==> src/rtl/core/b2y_pkg.sv <==
`timescale 1ns / 1ps

package b2y_pkg;

  // fixed sizes
  localparam int B2Y_MAX_WIDTH  = 2048;
  localparam int MAX_HEIGHT     = 2048;
  localparam int ROW_W          = 11;
  localparam int SIZE_W         = 12;
  localparam int PIX_W          = 8;

  // queue between front and back
  localparam int QUEUE_DEPTH    = 4;
  localparam int QPTR_W         = $clog2(QUEUE_DEPTH);
  localparam int QCNT_W         = $clog2(QUEUE_DEPTH + 1);

  // register map, indexed by paddr[2]
  localparam logic REG_FRAME_WIDTH  = 1'b0;
  localparam logic REG_FRAME_HEIGHT = 1'b1;

  localparam logic [SIZE_W-1:0] FRAME_WIDTH_RST  = 12'd640;
  localparam logic [SIZE_W-1:0] FRAME_HEIGHT_RST = 12'd480;

  typedef struct packed {
    logic [PIX_W-1:0] red;
    logic [PIX_W-1:0] green;
    logic [PIX_W-1:0] blue;
  } b2y_pix_t;

  // one classified pixel with its neighbours for the back end
  typedef struct packed {
    b2y_pix_t px;
    b2y_pix_t held;
    b2y_pix_t above_l;
    b2y_pix_t above_r;
    logic     chroma;
    logic     last;
  } b2y_entry_t;

  typedef struct packed {
    logic       valid;
    b2y_entry_t entry;
  } b2y_push_t;

  typedef struct packed {
    logic              empty;
    logic [QCNT_W-1:0] count;
  } b2y_qstat_t;

endpackage

==> src/rtl/core/b2y_queue.sv <==
`timescale 1ns / 1ps

module b2y_queue
  import b2y_pkg::*;
(
  input  logic       clk_i,
  input  logic       rst_ni,
  input  b2y_push_t  push_i,
  input  logic       pop_i,
  output b2y_entry_t head_o,
  output b2y_qstat_t stat_o
);

  b2y_entry_t        mem_q [QUEUE_DEPTH];
  logic [QPTR_W-1:0] wr_ptr_q, wr_ptr_d;
  logic [QPTR_W-1:0] rd_ptr_q, rd_ptr_d;
  logic [QCNT_W-1:0] count_q, count_d;
  logic              do_pop;

  // the front only pushes when it holds a credit, so push never overflows
  always_comb begin
    do_pop   = pop_i && (count_q != '0);
    wr_ptr_d = push_i.valid ? wr_ptr_q + QPTR_W'(1) : wr_ptr_q;
    rd_ptr_d = do_pop ? rd_ptr_q + QPTR_W'(1) : rd_ptr_q;
    count_d  = count_q + QCNT_W'(push_i.valid) - QCNT_W'(do_pop);
  end

  always_ff @(posedge clk_i or negedge rst_ni) begin
    if (!rst_ni) begin
      wr_ptr_q <= '0;
      rd_ptr_q <= '0;
      count_q  <= '0;
    end else begin
      wr_ptr_q <= wr_ptr_d;
      rd_ptr_q <= rd_ptr_d;
      count_q  <= count_d;
    end
  end

  // entry storage
  always_ff @(posedge clk_i) begin
    if (push_i.valid) begin
      mem_q[wr_ptr_q] <= push_i.entry;
    end
  end

  assign head_o       = mem_q[rd_ptr_q];
  assign stat_o.empty = (count_q == '0);
  assign stat_o.count = count_q;

endmodule

==> config.mk <==
export PLATFORM = sky130hd
export DESIGN_NAME = b2y_queue
export DESIGN_NICKNAME = d
export VERILOG_FILES = /design/src/rtl/core/b2y_pkg.sv /design/src/rtl/core/b2y_queue.sv
export SDC_FILE = /design/constraint.sdc
export NUM_CORES = 1
export LEC_CHECK = 0
export BUFFER_PORTS_ARGS = -buffer_cell sky130_fd_sc_hd__clkbuf_2
export CAP_MARGIN = 0
export CORE_ASPECT_RATIO = 0.75
export CORE_MARGIN = 2
export CORE_UTILIZATION = 35
export CTS_BUF_LIST = sky130_fd_sc_hd__clkbuf_2 sky130_fd_sc_hd__clkbuf_4 sky130_fd_sc_hd__clkbuf_8
export CTS_CLUSTER_SIZE = 25
export DETAILED_ROUTE_END_ITERATION = 8
export GPL_ROUTABILITY_DRIVEN = 1
export SLEW_MARGIN = 20
export SYNTH_ARGS = -nofsm -noshare
export SYNTH_HDL_FRONTEND = slang
export SYNTH_SLANG_ARGS = --single-unit
==> constraint.sdc <==
create_clock -name clk_i -period 4 [get_ports clk_i]
set_input_delay 0 -clock clk_i [delete_from_list [all_inputs] [get_ports clk_i]]
set_output_delay 0 -clock clk_i [all_outputs]
set_load 0.01 [all_outputs]
Yosys cells after proc, flatten, opt, wreduce, memory -nomap -nowiden
Memory sizes are Yosys's and may differ from the RTL's.
Cells that the tools add are included.
W data, S select, Z words.

cells by class
  add/sub/neg operators = 4
  muxes and demuxes = 2
  reductions and logical operators = 3

operators by type and width
  operator               count
  $add A2 B1 Y2 const B  2
  $add A3 B1 Y3          1
  $logic_not A3 Y1       1
  $reduce_bool A3 Y1     1
  $sub A3 B1 Y3          1
  $mux W1                2
  $logic_and A1 B1 Y1    1

storage, ports and cells
  register bits = 7
  RAM bits = 392
  bits of input ports = 102
  output and inout port bits = 102
  logic and storage cells = 13
  memories = 1

memory list
  memory  words  width  read ports  clocked after Yosys merged registers in  write ports  line             RTL
  mem_q   4      98     1           0                                        1            b2y_queue.sv:14  b2y_entry_t mem_q [QUEUE_DEPTH];

Depth between registers and ports, before layout
  word-level depth = 3
  gate-level depth with buffers = 9
  gate-level depth less buffers = 9

Worst setup path after synthesis
Ideal clock, no wire load.

  kind = register to register
  from = reg wr_ptr_q[0]
  to = mem mem_q[0][0] (netlist name) (enable)
  library setup time = 0.468 ns
  arrival = 2.887 ns
  required time = 3.532 ns
  path slack = 0.646 ns
  cell stages (with the launch flop) = 4
  buffers on the path = 0
  period minus slack after synthesis = 3.354 ns
  cells stage by stage = dfrtp_1 -> inv_1 -> ha_1 -> and2_1

RTL lines
  item                    line             RTL
  from (decl)             b2y_queue.sv:15  logic [QPTR_W-1:0] wr_ptr_q, wr_ptr_d;
  from (signal assigned)  b2y_queue.sv:34  wr_ptr_q <= wr_ptr_d;
  to (decl)               b2y_queue.sv:14

Straight into the memory's write port.

==> metrics <==
final-stage net count 1011; # setup viols final 0; R2R cell count 9; Initial Utilization 35.7%; drc violations 0; # diodes 0; DRT Pass-1 Iters 4; Layout area overhead 26.2%; Worst Skew 0.0227 ns; DR WL/cell 18.6 um; crit start category register; share of cells above drive strength 1 43.1%; worst hold path endpoint mem_q[3][13]; root buffer cell clkbuf_8; unrepaired setup endpoints after global routing false; post-DP HPWL between 15000 and 20000 um; core area 41000 sq um; post-synth top area share about four fifths; PnR worst setup slack ~1.3 ns; WHS Path Cells 2; status finished clean; TritonCTS clock tree built; Hold Violations, Final 0; Reg-to-Reg Start count_q[1]; Post-Syn Nets 656; number of global-route vias before repair 7488; P_leak 6.40 nW; average size of a mapped cell ~27 sq um; Synth top cells by count 392 x edfxtp_1, 98 x mux4_2, 10 x buf_12, 10 x buf_2; Clock transition at path regs 0.06 ns; synth warn 0; pre-CTS WS 1.80 ns; GP Congestion 0.695; Crit. End Element output pin; Worst R2R End count_q[2]; synth top area cells edfxtp_1 80%, mux4_2 15%, buf_12 1.4%, dfrtp_1 1.2%, ha_1 0.51%; most frequent cell after synthesis edfxtp_1; setup TNS 0 ns; Synth Instances 547; EDFF count, synth 392; number of vias in the routed layout 6899; Yosys top cell by area edfxtp_1; Starting DRT DRC Count 371; post-layout min period 2.68 ns; crit path DAT around 2.7 ns; worst hold path type primary input to register; highest clock rate between 300 and 400 MHz; Synth Register Bits 399; Std-Cell Rows 64; Seq/Total Area, Yosys just over 80%; CTS buffer count 60; Rel. slew slack 45.0%; Die Y 181 um; first-pass GRT wire length 43500 um; Clk Latency, worst-skew pair 0.60 ns; FFs w/ async S/R, synth 1.75%; initial antenna violation count 0; final WL roughly 28000 um; Synth Cell Area 14600 sq um; min-delay src push_i[13]; Power Dens Cells 689 nW/um^2; crit path max fanout 36; R2R setup slack 1.81 ns; H-tree level count 2; Congestion Overflow GR 0; max-slew violations 0; Ports 204; DIE WIDTH 240 um; Unique masters post-synth 18; Worst VDD drop 0.328 mV; Crit Path Category register to output pin; number of max-cap violations 0; port bufs 203; Post-CTS Setup Inserts 0; Routed Antenna Nets 0; Via density 4.58; Worst Path Required 4.00 ns; dominant synthesized flop cell edfxtp_1; CTS max path bufs 3; Overall Global Routing Usage 13.1%; Die Footprint 43500 sq um; clock sinks 399; period utilisation layout 66.9%; worst slew pin tran 0.825 ns; largest net degree at the start of global routing 65; post-CTS sizing 0
worst max-delay path, cell delays in order (launching register included):
cell	delay [ns]
dfrtp_4	0.93
buf_12	0.36
mux4_2	0.58
clkbuf_2	0.15
power by group:
| part | switching, W | total [W] | leakage, nW | internal, W |
|---|---|---|---|---|
| clock | 0.00149 | 0.00331 | 0.623 | 0.00182 |
| combinational | 0.00187 | 0.00359 | 2.10 | 0.00172 |
| sequential | 0.000362 | 0.00583 | 3.68 | 0.00547 |
| total | 0.00372 | 0.0127 | 6.40 | 0.00902 |
metal layers:
metal  vias up  GRT usage (%)  share of wire [%]
met5         -              0                  0
met4         0           3.70                2.0
met3        48           3.07                4.7
met2       160           21.3                 49
met1      3617           17.6                 44
li1       3074              -                  -
logic make-up after synthesis:
logic type	share of synthesized area, %
AOI/OAI and AO/OA	0.145
muxes	15.1
xor gates and xnor gates	0.299
DFF	81.6
and+or+nand+nor	0.231
adders and majority gates	0.649
buffers and inverters	2.02
final cells by class:
type / instances / area (sq um)
Inverter: 7 / 26.3
Tap cell: 561 / 702
Multi-Input combinational cell: 119 / 2410
Clock buffer: 83 / 1020
Fill cell: 3543 / 22500
Sequential cell: 399 / 12000
Clock inverter: 23 / 176
Timing Repair Buffer: 315 / 2200
sequential cells by signal, indices dropped and copies added, names as in the netlist:
signal,cells
mem_q,392
count_q,3
rd_ptr_q,2
wr_ptr_q,2
repair_timing:
item | in CTS | in global routing
setup endpoints to repair | 0 | 0
endpoints found under the hold margin | 405 | 0
hold buffers | 102 | 0
layout by cell type, fill, tap and decap left out, types with 2 or more instances in the layout:
master	n
edfxtp_1	392
inv_1	7
ha_1	6
dlygate4sd3_1	102
mux4_2	98
clkbuf_4	20
clkbuf_8	63
xnor2_1	4
buf_12	7
bufinv_16	3
buf_4	3
clkbuf_2	203
dfrtp_4	2
clkinv_2	3
dfrtp_1	5
clkinvlp_4	2
and2_4	4
clkinv_1	15
through the flow:
step / util, % / total power (W) / cell area [sq um] / hold WS (ns) / instances
floorplan: - / 0.00833 / 14600 / -0.296 / 547
global placement: 39.7 / 0.00955 / 16300 / -0.141 / 1299
detailed placement: 39.7 / 0.00958 / 16300 / -0.137 / 1299
CTS: 45.1 / 0.0130 / 18500 / 0.0847 / 1507
global route: 45.1 / 0.0134 / 18500 / 0.114 / 1507
finish: 45.1 / 0.0127 / 18500 / 0.151 / 1507
worst max-delay path by stage:
stage / start / to / slack, ns / depth (start not counted)
CTS: rd_ptr_q[0] / head_o[44] / 1.17 / 3
global placement: count_q[1] / count_q[2] / 1.80 / 9
floorplan: wr_ptr_q[0] / mem_q[0][0] / 0.65 / 3
detailed placement: count_q[1] / count_q[2] / 1.80 / 9
finish: rd_ptr_q[0] / head_o[38] / 1.32 / 3
global route: rd_ptr_q[0] / head_o[38] / 1.07 / 3
(Power assumes the default switching activity.)
