`src/rtl/core/b2y_pkg.sv`:
```
`timescale 1ns / 1ps

package b2y_pkg;

  // fixed sizes
  localparam int B2Y_MAX_WIDTH  = 2048;
  localparam int MAX_HEIGHT     = 2048;
  localparam int ROW_W          = 11;
  localparam int SIZE_W         = 12;
  localparam int PIX_W          = 8;

  // queue between front and back
  localparam int QUEUE_DEPTH    = 4;
  localparam int QPTR_W         = $clog2(QUEUE_DEPTH);
  localparam int QCNT_W         = $clog2(QUEUE_DEPTH + 1);

  // register map, indexed by paddr[2]
  localparam logic REG_FRAME_WIDTH  = 1'b0;
  localparam logic REG_FRAME_HEIGHT = 1'b1;

  localparam logic [SIZE_W-1:0] FRAME_WIDTH_RST  = 12'd640;
  localparam logic [SIZE_W-1:0] FRAME_HEIGHT_RST = 12'd480;

  typedef struct packed {
    logic [PIX_W-1:0] red;
    logic [PIX_W-1:0] green;
    logic [PIX_W-1:0] blue;
  } b2y_pix_t;

  // one classified pixel with its neighbours for the back end
  typedef struct packed {
    b2y_pix_t px;
    b2y_pix_t held;
    b2y_pix_t above_l;
    b2y_pix_t above_r;
    logic     chroma;
    logic     last;
  } b2y_entry_t;

  typedef struct packed {
    logic       valid;
    b2y_entry_t entry;
  } b2y_push_t;

  typedef struct packed {
    logic              empty;
    logic [QCNT_W-1:0] count;
  } b2y_qstat_t;

endpackage

```
`src/rtl/core/b2y_result_if.sv`:
```
`timescale 1ns / 1ps

interface b2y_result_if
  import b2y_pkg::*;
();
  logic             valid;
  logic             ready;
  logic [PIX_W-1:0] luma;
  logic             chroma_valid;
  logic [PIX_W-1:0] chroma_blue_diff;
  logic [PIX_W-1:0] chroma_red_diff;
  logic             frame_last;

  modport source (
    output valid, output luma, output chroma_valid, output chroma_blue_diff,
    output chroma_red_diff, output frame_last, input ready
  );
  modport sink (
    input valid, input luma, input chroma_valid, input chroma_blue_diff,
    input chroma_red_diff, input frame_last, output ready
  );
endinterface

```
`src/rtl/core/b2y_back.sv`:
```
`timescale 1ns / 1ps

module b2y_back
  import b2y_pkg::*;
(
  input  logic        clk_i,
  input  logic        rst_ni,
  input  b2y_entry_t  head_i,
  input  b2y_qstat_t  qstat_i,
  output logic        pop_o,
  b2y_result_if.source res
);

  // weights, 15 fractional bits
  localparam logic [14:0] K_Y_R   = 15'd9798;
  localparam logic [14:0] K_Y_G   = 15'd19235;
  localparam logic [14:0] K_Y_B   = 15'd3736;
  localparam logic [14:0] K_CB_R  = 15'd5538;
  localparam logic [14:0] K_CB_G  = 15'd10846;
  localparam logic [14:0] K_CB_B  = 15'd16351;
  localparam logic [14:0] K_CR_R  = 15'd16351;
  localparam logic [14:0] K_CR_G  = 15'd13697;
  localparam logic [14:0] K_CR_B  = 15'd2664;
  // chroma offset of 128 moved ahead of the shift
  localparam logic signed [24:0] C_BIAS = 25'sd4194304;

  function automatic logic [PIX_W-1:0] sat_u8(input logic signed [24:0] t);
    logic [PIX_W-1:0] r;
    if (t < 0) begin
      r = '0;
    end else if (t[23:15] > 9'd255) begin
      r = 8'd255;
    end else begin
      r = t[22:15];
    end
    return r;
  endfunction

  function automatic logic [PIX_W-1:0] avg4(input logic [PIX_W-1:0] a, input logic [PIX_W-1:0] b,
                                            input logic [PIX_W-1:0] c, input logic [PIX_W-1:0] d);
    logic [PIX_W+1:0] s;
    s = (PIX_W+2)'(a) + (PIX_W+2)'(b) + (PIX_W+2)'(c) + (PIX_W+2)'(d) + (PIX_W+2)'(2);
    return s[PIX_W+1:2];
  endfunction

  logic             en;
  logic             b1_valid_q, b2_valid_q, out_valid_q;
  logic [22:0]      b1_py_r_q, b1_py_g_q, b1_py_b_q;
  b2y_pix_t         b1_avg_q;
  logic             b1_chroma_q, b1_last_q;
  logic [PIX_W-1:0] b2_luma_q;
  logic [22:0]      b2_cb_r_q, b2_cb_g_q, b2_cb_b_q;
  logic [22:0]      b2_cr_r_q, b2_cr_g_q, b2_cr_b_q;
  logic             b2_chroma_q, b2_last_q;
  logic [PIX_W-1:0] out_luma_q, out_cb_q, out_cr_q;
  logic             out_chroma_q, out_last_q;

  b2y_pix_t           avg;
  logic [23:0]        y_sum;
  logic signed [24:0] t_cb, t_cr;

  // the whole pipe moves unless a result waits at the output
  assign en    = !out_valid_q || res.ready;
  assign pop_o = en && !qstat_i.empty;

  always_comb begin
    avg.red   = avg4(head_i.px.red, head_i.held.red, head_i.above_l.red, head_i.above_r.red);
    avg.green = avg4(head_i.px.green, head_i.held.green, head_i.above_l.green,
                     head_i.above_r.green);
    avg.blue  = avg4(head_i.px.blue, head_i.held.blue, head_i.above_l.blue, head_i.above_r.blue);
    y_sum     = 24'(b1_py_r_q) + 24'(b1_py_g_q) + 24'(b1_py_b_q);
    t_cb      = C_BIAS + $signed({2'b00, b2_cb_b_q}) - $signed({2'b00, b2_cb_r_q})
                - $signed({2'b00, b2_cb_g_q});
    t_cr      = C_BIAS + $signed({2'b00, b2_cr_r_q}) - $signed({2'b00, b2_cr_g_q})
                - $signed({2'b00, b2_cr_b_q});
  end

  // stage valids
  always_ff @(posedge clk_i or negedge rst_ni) begin
    if (!rst_ni) begin
      b1_valid_q  <= 1'b0;
      b2_valid_q  <= 1'b0;
      out_valid_q <= 1'b0;
    end else if (en) begin
      b1_valid_q  <= pop_o;
      b2_valid_q  <= b1_valid_q;
      out_valid_q <= b2_valid_q;
    end
  end

  // luma products and block average, then chroma products and luma,
  // then chroma sums into the output register
  always_ff @(posedge clk_i) begin
    if (en) begin
      b1_py_r_q   <= K_Y_R * 23'(head_i.px.red);
      b1_py_g_q   <= K_Y_G * 23'(head_i.px.green);
      b1_py_b_q   <= K_Y_B * 23'(head_i.px.blue);
      b1_avg_q    <= avg;
      b1_chroma_q <= head_i.chroma;
      b1_last_q   <= head_i.last;

      b2_luma_q   <= sat_u8($signed({1'b0, y_sum}));
      b2_cb_r_q   <= K_CB_R * 23'(b1_avg_q.red);
      b2_cb_g_q   <= K_CB_G * 23'(b1_avg_q.green);
      b2_cb_b_q   <= K_CB_B * 23'(b1_avg_q.blue);
      b2_cr_r_q   <= K_CR_R * 23'(b1_avg_q.red);
      b2_cr_g_q   <= K_CR_G * 23'(b1_avg_q.green);
      b2_cr_b_q   <= K_CR_B * 23'(b1_avg_q.blue);
      b2_chroma_q <= b1_chroma_q;
      b2_last_q   <= b1_last_q;

      out_luma_q   <= b2_luma_q;
      out_cb_q     <= b2_chroma_q ? sat_u8(t_cb) : '0;
      out_cr_q     <= b2_chroma_q ? sat_u8(t_cr) : '0;
      out_chroma_q <= b2_chroma_q;
      out_last_q   <= b2_last_q;
    end
  end

  assign res.valid            = out_valid_q;
  assign res.luma             = out_luma_q;
  assign res.chroma_valid     = out_chroma_q;
  assign res.chroma_blue_diff = out_cb_q;
  assign res.chroma_red_diff  = out_cr_q;
  assign res.frame_last       = out_last_q;

endmodule

```
`src/flat_wrapper.sv`:
```
// flat-port wrapper written by rule: the top's interface ports become plain ports
module b2y_back_flat import b2y_pkg::*;
  (clk_i, rst_ni, head_i, qstat_i, pop_o, res_valid, res_luma, res_chroma_valid, res_chroma_blue_diff, res_chroma_red_diff, res_frame_last, res_ready);
  b2y_result_if res_i ();
  input  logic clk_i;
  input  logic rst_ni;
  input  b2y_entry_t head_i;
  input  b2y_qstat_t qstat_i;
  output logic pop_o;
  output wire logic [$bits(res_i.valid)-1:0] res_valid;
  output wire logic [$bits(res_i.luma)-1:0] res_luma;
  output wire logic [$bits(res_i.chroma_valid)-1:0] res_chroma_valid;
  output wire logic [$bits(res_i.chroma_blue_diff)-1:0] res_chroma_blue_diff;
  output wire logic [$bits(res_i.chroma_red_diff)-1:0] res_chroma_red_diff;
  output wire logic [$bits(res_i.frame_last)-1:0] res_frame_last;
  input wire logic [$bits(res_i.ready)-1:0] res_ready;
  assign res_valid = res_i.valid;
  assign res_luma = res_i.luma;
  assign res_chroma_valid = res_i.chroma_valid;
  assign res_chroma_blue_diff = res_i.chroma_blue_diff;
  assign res_chroma_red_diff = res_i.chroma_red_diff;
  assign res_frame_last = res_i.frame_last;
  assign res_i.ready = res_ready;
  b2y_back u_core (.clk_i(clk_i), .rst_ni(rst_ni), .head_i(head_i), .qstat_i(qstat_i), .pop_o(pop_o), .res(res_i));
endmodule
```
`config.mk`:
```
export PLATFORM = sky130hd
export DESIGN_NAME = b2y_back_flat
export DESIGN_NICKNAME = d
export VERILOG_FILES = /design/src/rtl/core/b2y_pkg.sv /design/src/rtl/core/b2y_result_if.sv /design/src/rtl/core/b2y_back.sv /design/src/flat_wrapper.sv
export SDC_FILE = /design/constraint.sdc
export NUM_CORES = 1
export LEC_CHECK = 0
export ABC_CLOCK_PERIOD_IN_PS = 9800
export BUFFER_PORTS_ARGS = -buffer_cell sky130_fd_sc_hd__buf_2
export CAP_MARGIN = 20
export CORE_ASPECT_RATIO = 1.5
export CORE_UTILIZATION = 61
export DETAILED_ROUTE_END_ITERATION = 8
export MAX_ROUTING_LAYER = met4
export PLACE_DENSITY = 0.79
export REMOVE_ABC_BUFFERS = 1
export SLEW_MARGIN = 20
export SYNTH_ARGS = -nofsm -noshare
export SYNTH_HDL_FRONTEND = slang
export SYNTH_SLANG_ARGS = --single-unit
```
`constraint.sdc`:
```
create_clock -name clk_i -period 9.8 [get_ports clk_i]
set_input_delay 0.98 -clock clk_i [delete_from_list [all_inputs] [get_ports clk_i]]
set_output_delay 0.98 -clock clk_i [all_outputs]
set_load 0.02 [all_outputs]
```
Yosys cells after proc, flatten, opt, wreduce, memory -nomap -nowiden:

Index checks and enable logic that the tools add are counted.

* add/subtract/negate cells: 20
* multipliers: 9
* $lt $le $gt $ge: 5
* muxes and demuxes: 2
* bitwise operators: 1
* reduce and logical (&&, ||, !) cells: 6

Operators by type and width (count)
* $mul A14 B8 Y22 const A: 3
* $add A10 B8 Y10: 6
* $lt A25 B1 Y1 const B: 2
* $sub A25 B23 Y25: 2
* $add A23 B22 Y24 const A: 2
* $mul A13 B8 Y21 const A: 2
* $mul A9 B8 Y17 const A: 2
* $add A10 B2 Y10 const B: 3
* $add A8 B8 Y9: 3
* $gt A9 B8 Y1 const B: 3
* $sub A25 B21 Y25: 1
* $sub A25 B22 Y25: 1
* $add A22 B23 Y24: 1
* $add A24 B20 Y24: 1
* $mul A15 B8 Y23 const A: 1
* $mul A12 B8 Y20 const A: 1
* $mux W8: 2
* $reduce_or A2 Y1: 2
* $logic_not A1 Y1: 2
* $logic_and A1 B1 Y1: 1
* $logic_or A1 B1 Y1: 1
* $not A1 Y1: 1

* flip-flop bits (word level): 250
* input port bits: 105
* output and inout port bits: 28
* logic and storage cells: 68

Logic depth before layout (Yosys ltp):

* depth after elaboration: 5
* gate-level depth with buffers: 18
* gate-level depth less buffers: 18

Worst setup path before layout:

No wires, ideal clock.

* path type: input to register
* start: in res_ready
* end: reg u_core.b1_avg_q[0] (netlist name) (enable)
* setup time: 596 ps
* arrival time: 5777 ps
* data required time: 9204 ps
* slack: 3427 ps
* stages on the path: 2
* path buffers: 0
* cell sequence: nor2b_1 inv_1

* word-level cells in the longest chain between the ends: 1

Ends and longest elaborated chain
* start, declared: line flat_wrapper.sv:16 `input wire logic [$bits(res_i.ready)-1:0] res_ready;`
* $logic_or A1 B1 Y1: line b2y_back.sv:63 `assign en = !out_valid_q || res.ready;`
* end signal, assigned: line b2y_back.sv:98 `b1_avg_q <= avg;`
* end, declared: line b2y_back.sv:49 `b2y_pix_t b1_avg_q;`

No other way between the ends.
A chain may end at the register's enable or synchronous reset.

Worst setup path in the final report:

* start: reg u_core.b1_avg_q[22] (netlist name)
* end: reg u_core.b2_cr_r_q[21], data pin

* word-level cells in the longest chain between the ends: 1

Ends and longest elaborated chain
* $mul A14 B8 Y22: line b2y_back.sv:106 `b2_cr_r_q <= K_CR_R * 23'(b1_avg_q.red);`
* end signal, assigned: line b2y_back.sv:106
* end, declared: line b2y_back.sv:53 `logic [22:0] b2_cr_r_q, b2_cr_g_q, b2_cr_b_q;`

No other way between the ends.

==> results.py <==
metrics = {
    "status": {
        "status": "finished, final reports clean",
    },
    "logic_synthesis": {
        "yosys.area_share.adder_pct": 44.6,
        "synth_largest_area_cell": "edfxtp_1",
        "synth.area.top_cells": "edfxtp_1, ha_1, fa_1",
        "synthTopCellsByCount": "inv_1, ha_1, fa_1",
        "synthMuxAreaShare_pct": 0.0732,
        "yosysMostFrequentCell": "inv_1",
        "synth_top_family_by_area": "adder cells",
        "yosysUniqueCellTypes": 59,
        "synthCells": 2532,
        "yosysTopAreaCellShare_pct": 26.7,
        "synth_warnings": 0,
        "synth_xor_area_share_pct": 5.16,
        "netlist_area_um2": 27300,
        "dominantRegCellSynth": "edfxtp_1",
        "async_flop_share_pct": 1.22,
        "synth.avg_cell_area_um2": 10.8,
        "synth-edff-count": 243,
        "synth_compound_area_share_pct": 8.35,
        "synth_simple_gate_area_share_pct": 6.05,
        "ys_ff_latch": 246,
        "synth_seq_area_share_pct": 27.0,
    },
    "placement": {
        "hpwlAfterDp_mm": 47.9,
        "gp_congestion": 0.937,
        "dp_cells": 3239,
        "port_buffers": 129,
    },
    "clock_tree": {
        "cts_hold_buf": 0,
        "clk_latency_ns": 0.57,
        "clk_pin_slew_ns": 0.06,
        "cts_sinks": 246,
        "cts-resized-gates": 0,
        "max-clock-path-buffers": 3,
        "post_cts_buffers": 0,
        "cts_buffers": 26,
        "htree_levels": 1,
        "cts_tree": "built",
        "root_buffer": "clkbuf_16",
    },
    "drt": {
        "dr.first_iter.drc_count": 672,
        "drc_errors": 0,
        "wirelength_mm": 56.4,
        "via_per_inst": 5.44,
        "ant_nets": 0,
        "route.vias.total": 17900,
        "wl_per_cell_um": 17.2,
        "drt_pre_antenna_iters": 5,
    },
    "critical_path": {
        "r2r_slack_ns": 4.29,
        "ff2ff_path_depth": 17,
        "cp-start-kind": "flop",
        "crit_type": "flop to flop",
        "crit_path_end_kind": "flop",
        "worst-path-buf-inv": 4,
        "startpoint": "u_core.b1_avg_q[22]",
        "slowest_stage": "fa_1",
        "rr_endpoint": "u_core.b2_cr_r_q[21]",
        "cpPeakStageDelay_ns": 0.71,
        "cp_top_family": "adder cells",
        "cp_max_fo": 10,
        "crit_end": "u_core.b2_cr_r_q[21]",
        "cp_data_required_time_ns": 10.09,
        "cp_cell_sequence": "fa_1 -> inv_1 -> fa_1 -> inv_1 -> fa_1 -> inv_1 -> fa_1 -> inv_1 -> ha_1 -> a21o_1 -> a21o_1 -> a21oi_1 -> o21ai_1 -> o41a_1 -> a21o_1 -> a21oi_2 -> xnor2_1",
        "cp.depth": 17,
        "arrival_ns": 5.81,
        "worstReg2RegStart": "u_core.b1_avg_q[22]",
    },
    "global_route": {
        "grt_use_total_pct": 26.8,
        "grt_pass1_wl_mm": 92.9,
        "overflow": 0,
        "grt_pass1_vias": 19800,
        "antenna_found_initial": 0,
        "grt_max_degree": 90,
    },
    "timing": {
        "worst_pin_slew_ns": 1.08,
        "final.setup.tns_ns": 0,
        "hold-worst-slack_ns": 0.219,
        "period_share_pct": 56.3,
        "hold_viol_final": 0,
        "relSlewSlack_pct": 27.8,
        "timing.final.crit_period_ns": 5.51,
        "finalSetupViolCount": 0,
        "fin_skew_ns": 0.0323,
        "fmax_mhz": 181,
        "finalMaxSlewViolations": 0,
        "rsz0062_at_grt": "false",
    },
    "floorplan": {
        "dieArea_um2": 45700,
        "io_pins": 133,
        "fp.dieW_um": 175,
        "initial_core_util_pct": 62.1,
        "num_rows": 94,
        "chipHeight_um": 261,
        "core_um2": 44000,
    },
    "hold_path": {
        "worstHoldPathType": "input pin to async pin",
    },
    "flow_run": {
        "drv_cap": 0,
    },
    "finish": {
        "drive_above_1_share_pct": 7.56,
        "insertedDiodeCount": 0,
        "utilization_pct": 67.2,
        "finalNetCount": 3605,
        "layoutNonFillerInstCount": 3286,
        "syn2layout_area_growth_pct": 8.15,
    },
}
## area by class of cell
type	count	area [µm²]
flip-flops and latches	246	7370
multi-input cells	1645	17600
repair buffers	131	661
fillers	3370	14400
clock buffers	30	666
well taps	576	721
inverters	641	2410
clock inverters	17	174
## state kept, by name, indices dropped and copies added (netlist names), 8 cells and up
| signal | flops |
|---|---|
| u_core.res.chroma_blue_diff | 8 |
| u_core.b1_py_g_q | 22 |
| u_core.res.luma | 8 |
| u_core.b2_cb_r_q | 20 |
| u_core.b2_cb_b_q | 22 |
| u_core.res.chroma_red_diff | 8 |
| u_core.b1_avg_q | 24 |
| u_core.b1_py_r_q | 21 |
| u_core.b2_cr_r_q | 21 |
| u_core.b2_cr_g_q | 21 |
| u_core.b1_py_b_q | 17 |
| u_core.b2_cb_g_q | 21 |
| u_core.b2_cr_b_q | 16 |
| u_core.b2_luma_q | 8 |
## logic make-up (layout without fill, tap and decap cells)
logic type / after synthesis / in the layout
and+or+nand+nor: 333 / 333
muxes: 2 / 2
adders and majority gates: 809 / 809
AOI/OAI and AO/OA: 340 / 340
buffers and inverters: 641 / 819
DFF: 246 / 246
xor gates and xnor gates: 161 / 161
## layer usage
metal	part of all wire (%)	global-route usage [%]	routed length, µm
met2	57	53.3	32300
met3	2.2	1.93	1230
met4	5.9	14.6	3340
met1	35	24.9	19500
met5	0	-	0
## placed cells by master, fill, tap and decap left out, types with 4 or more instances in the layout
master,synthesis,layout
nand4_1,10,10
or2_2,11,11
fa_1,275,275
nor2_1,104,104
or3_1,16,16
a41oi_1,6,6
a21o_1,55,55
inv_1,641,640
a21oi_2,5,5
a21oi_1,91,91
a211oi_1,11,11
o21ai_1,11,11
o2111ai_1,4,4
nor4_1,4,4
ha_1,534,534
nand2b_1,18,18
buf_2,0,129
nand3_1,18,18
clkbuf_16,0,26
xor2_1,41,41
clkbuf_1,0,4
edfxtp_1,243,243
o21bai_1,21,21
clkinvlp_4,0,4
and2_1,8,8
o21a_1,35,35
and3_1,8,8
o21ai_2,4,4
and4_1,4,4
o21ai_0,48,48
xnor2_1,120,120
nand2_1,48,48
nor2b_1,28,28
a31oi_1,12,12
nor3_1,49,49
## worst reg2reg max path, cell delays in order (launching register included)
cell	delay, ns
edfxtp_1	0.62
fa_1	0.71
inv_1	0.24
fa_1	0.65
inv_1	0.08
fa_1	0.53
inv_1	0.05
fa_1	0.53
inv_1	0.04
ha_1	0.35
a21o_1	0.19
a21o_1	0.21
a21oi_1	0.16
o21ai_1	0.11
o41a_1	0.36
a21o_1	0.20
a21oi_2	0.14
xnor2_1	0.07
## through the flow
step                instance area, µm²  worst slack (ns)
floorplan                        27300              3.43
global placement                 28700              4.41
detailed placement               28700              4.29
CTS                              29600              4.29
global route                     29600              4.02
finish                           29600              4.29
## worst min-delay path by stage
stage,startpoint,slack (ns),endpoint,depth (start not counted)
6_report,rst_ni,0.22,u_core.b1_valid_q,1
5_1_grt,rst_ni,0.21,u_core.b1_valid_q,1
4_1_cts,rst_ni,0.20,u_core.res.valid,1
3_5_place_dp,u_core.b2_luma_q[2],0.40,u_core.res.luma[2],0
3_3_place_gp,u_core.b1_chroma_q,0.40,u_core.b2_chroma_q,0
2_1_floorplan,u_core.b1_chroma_q,0.40,u_core.b2_chroma_q,0
Power is not shown: default switching activity piles up to over one toggle a cycle in this logic, so the estimate is an artifact.
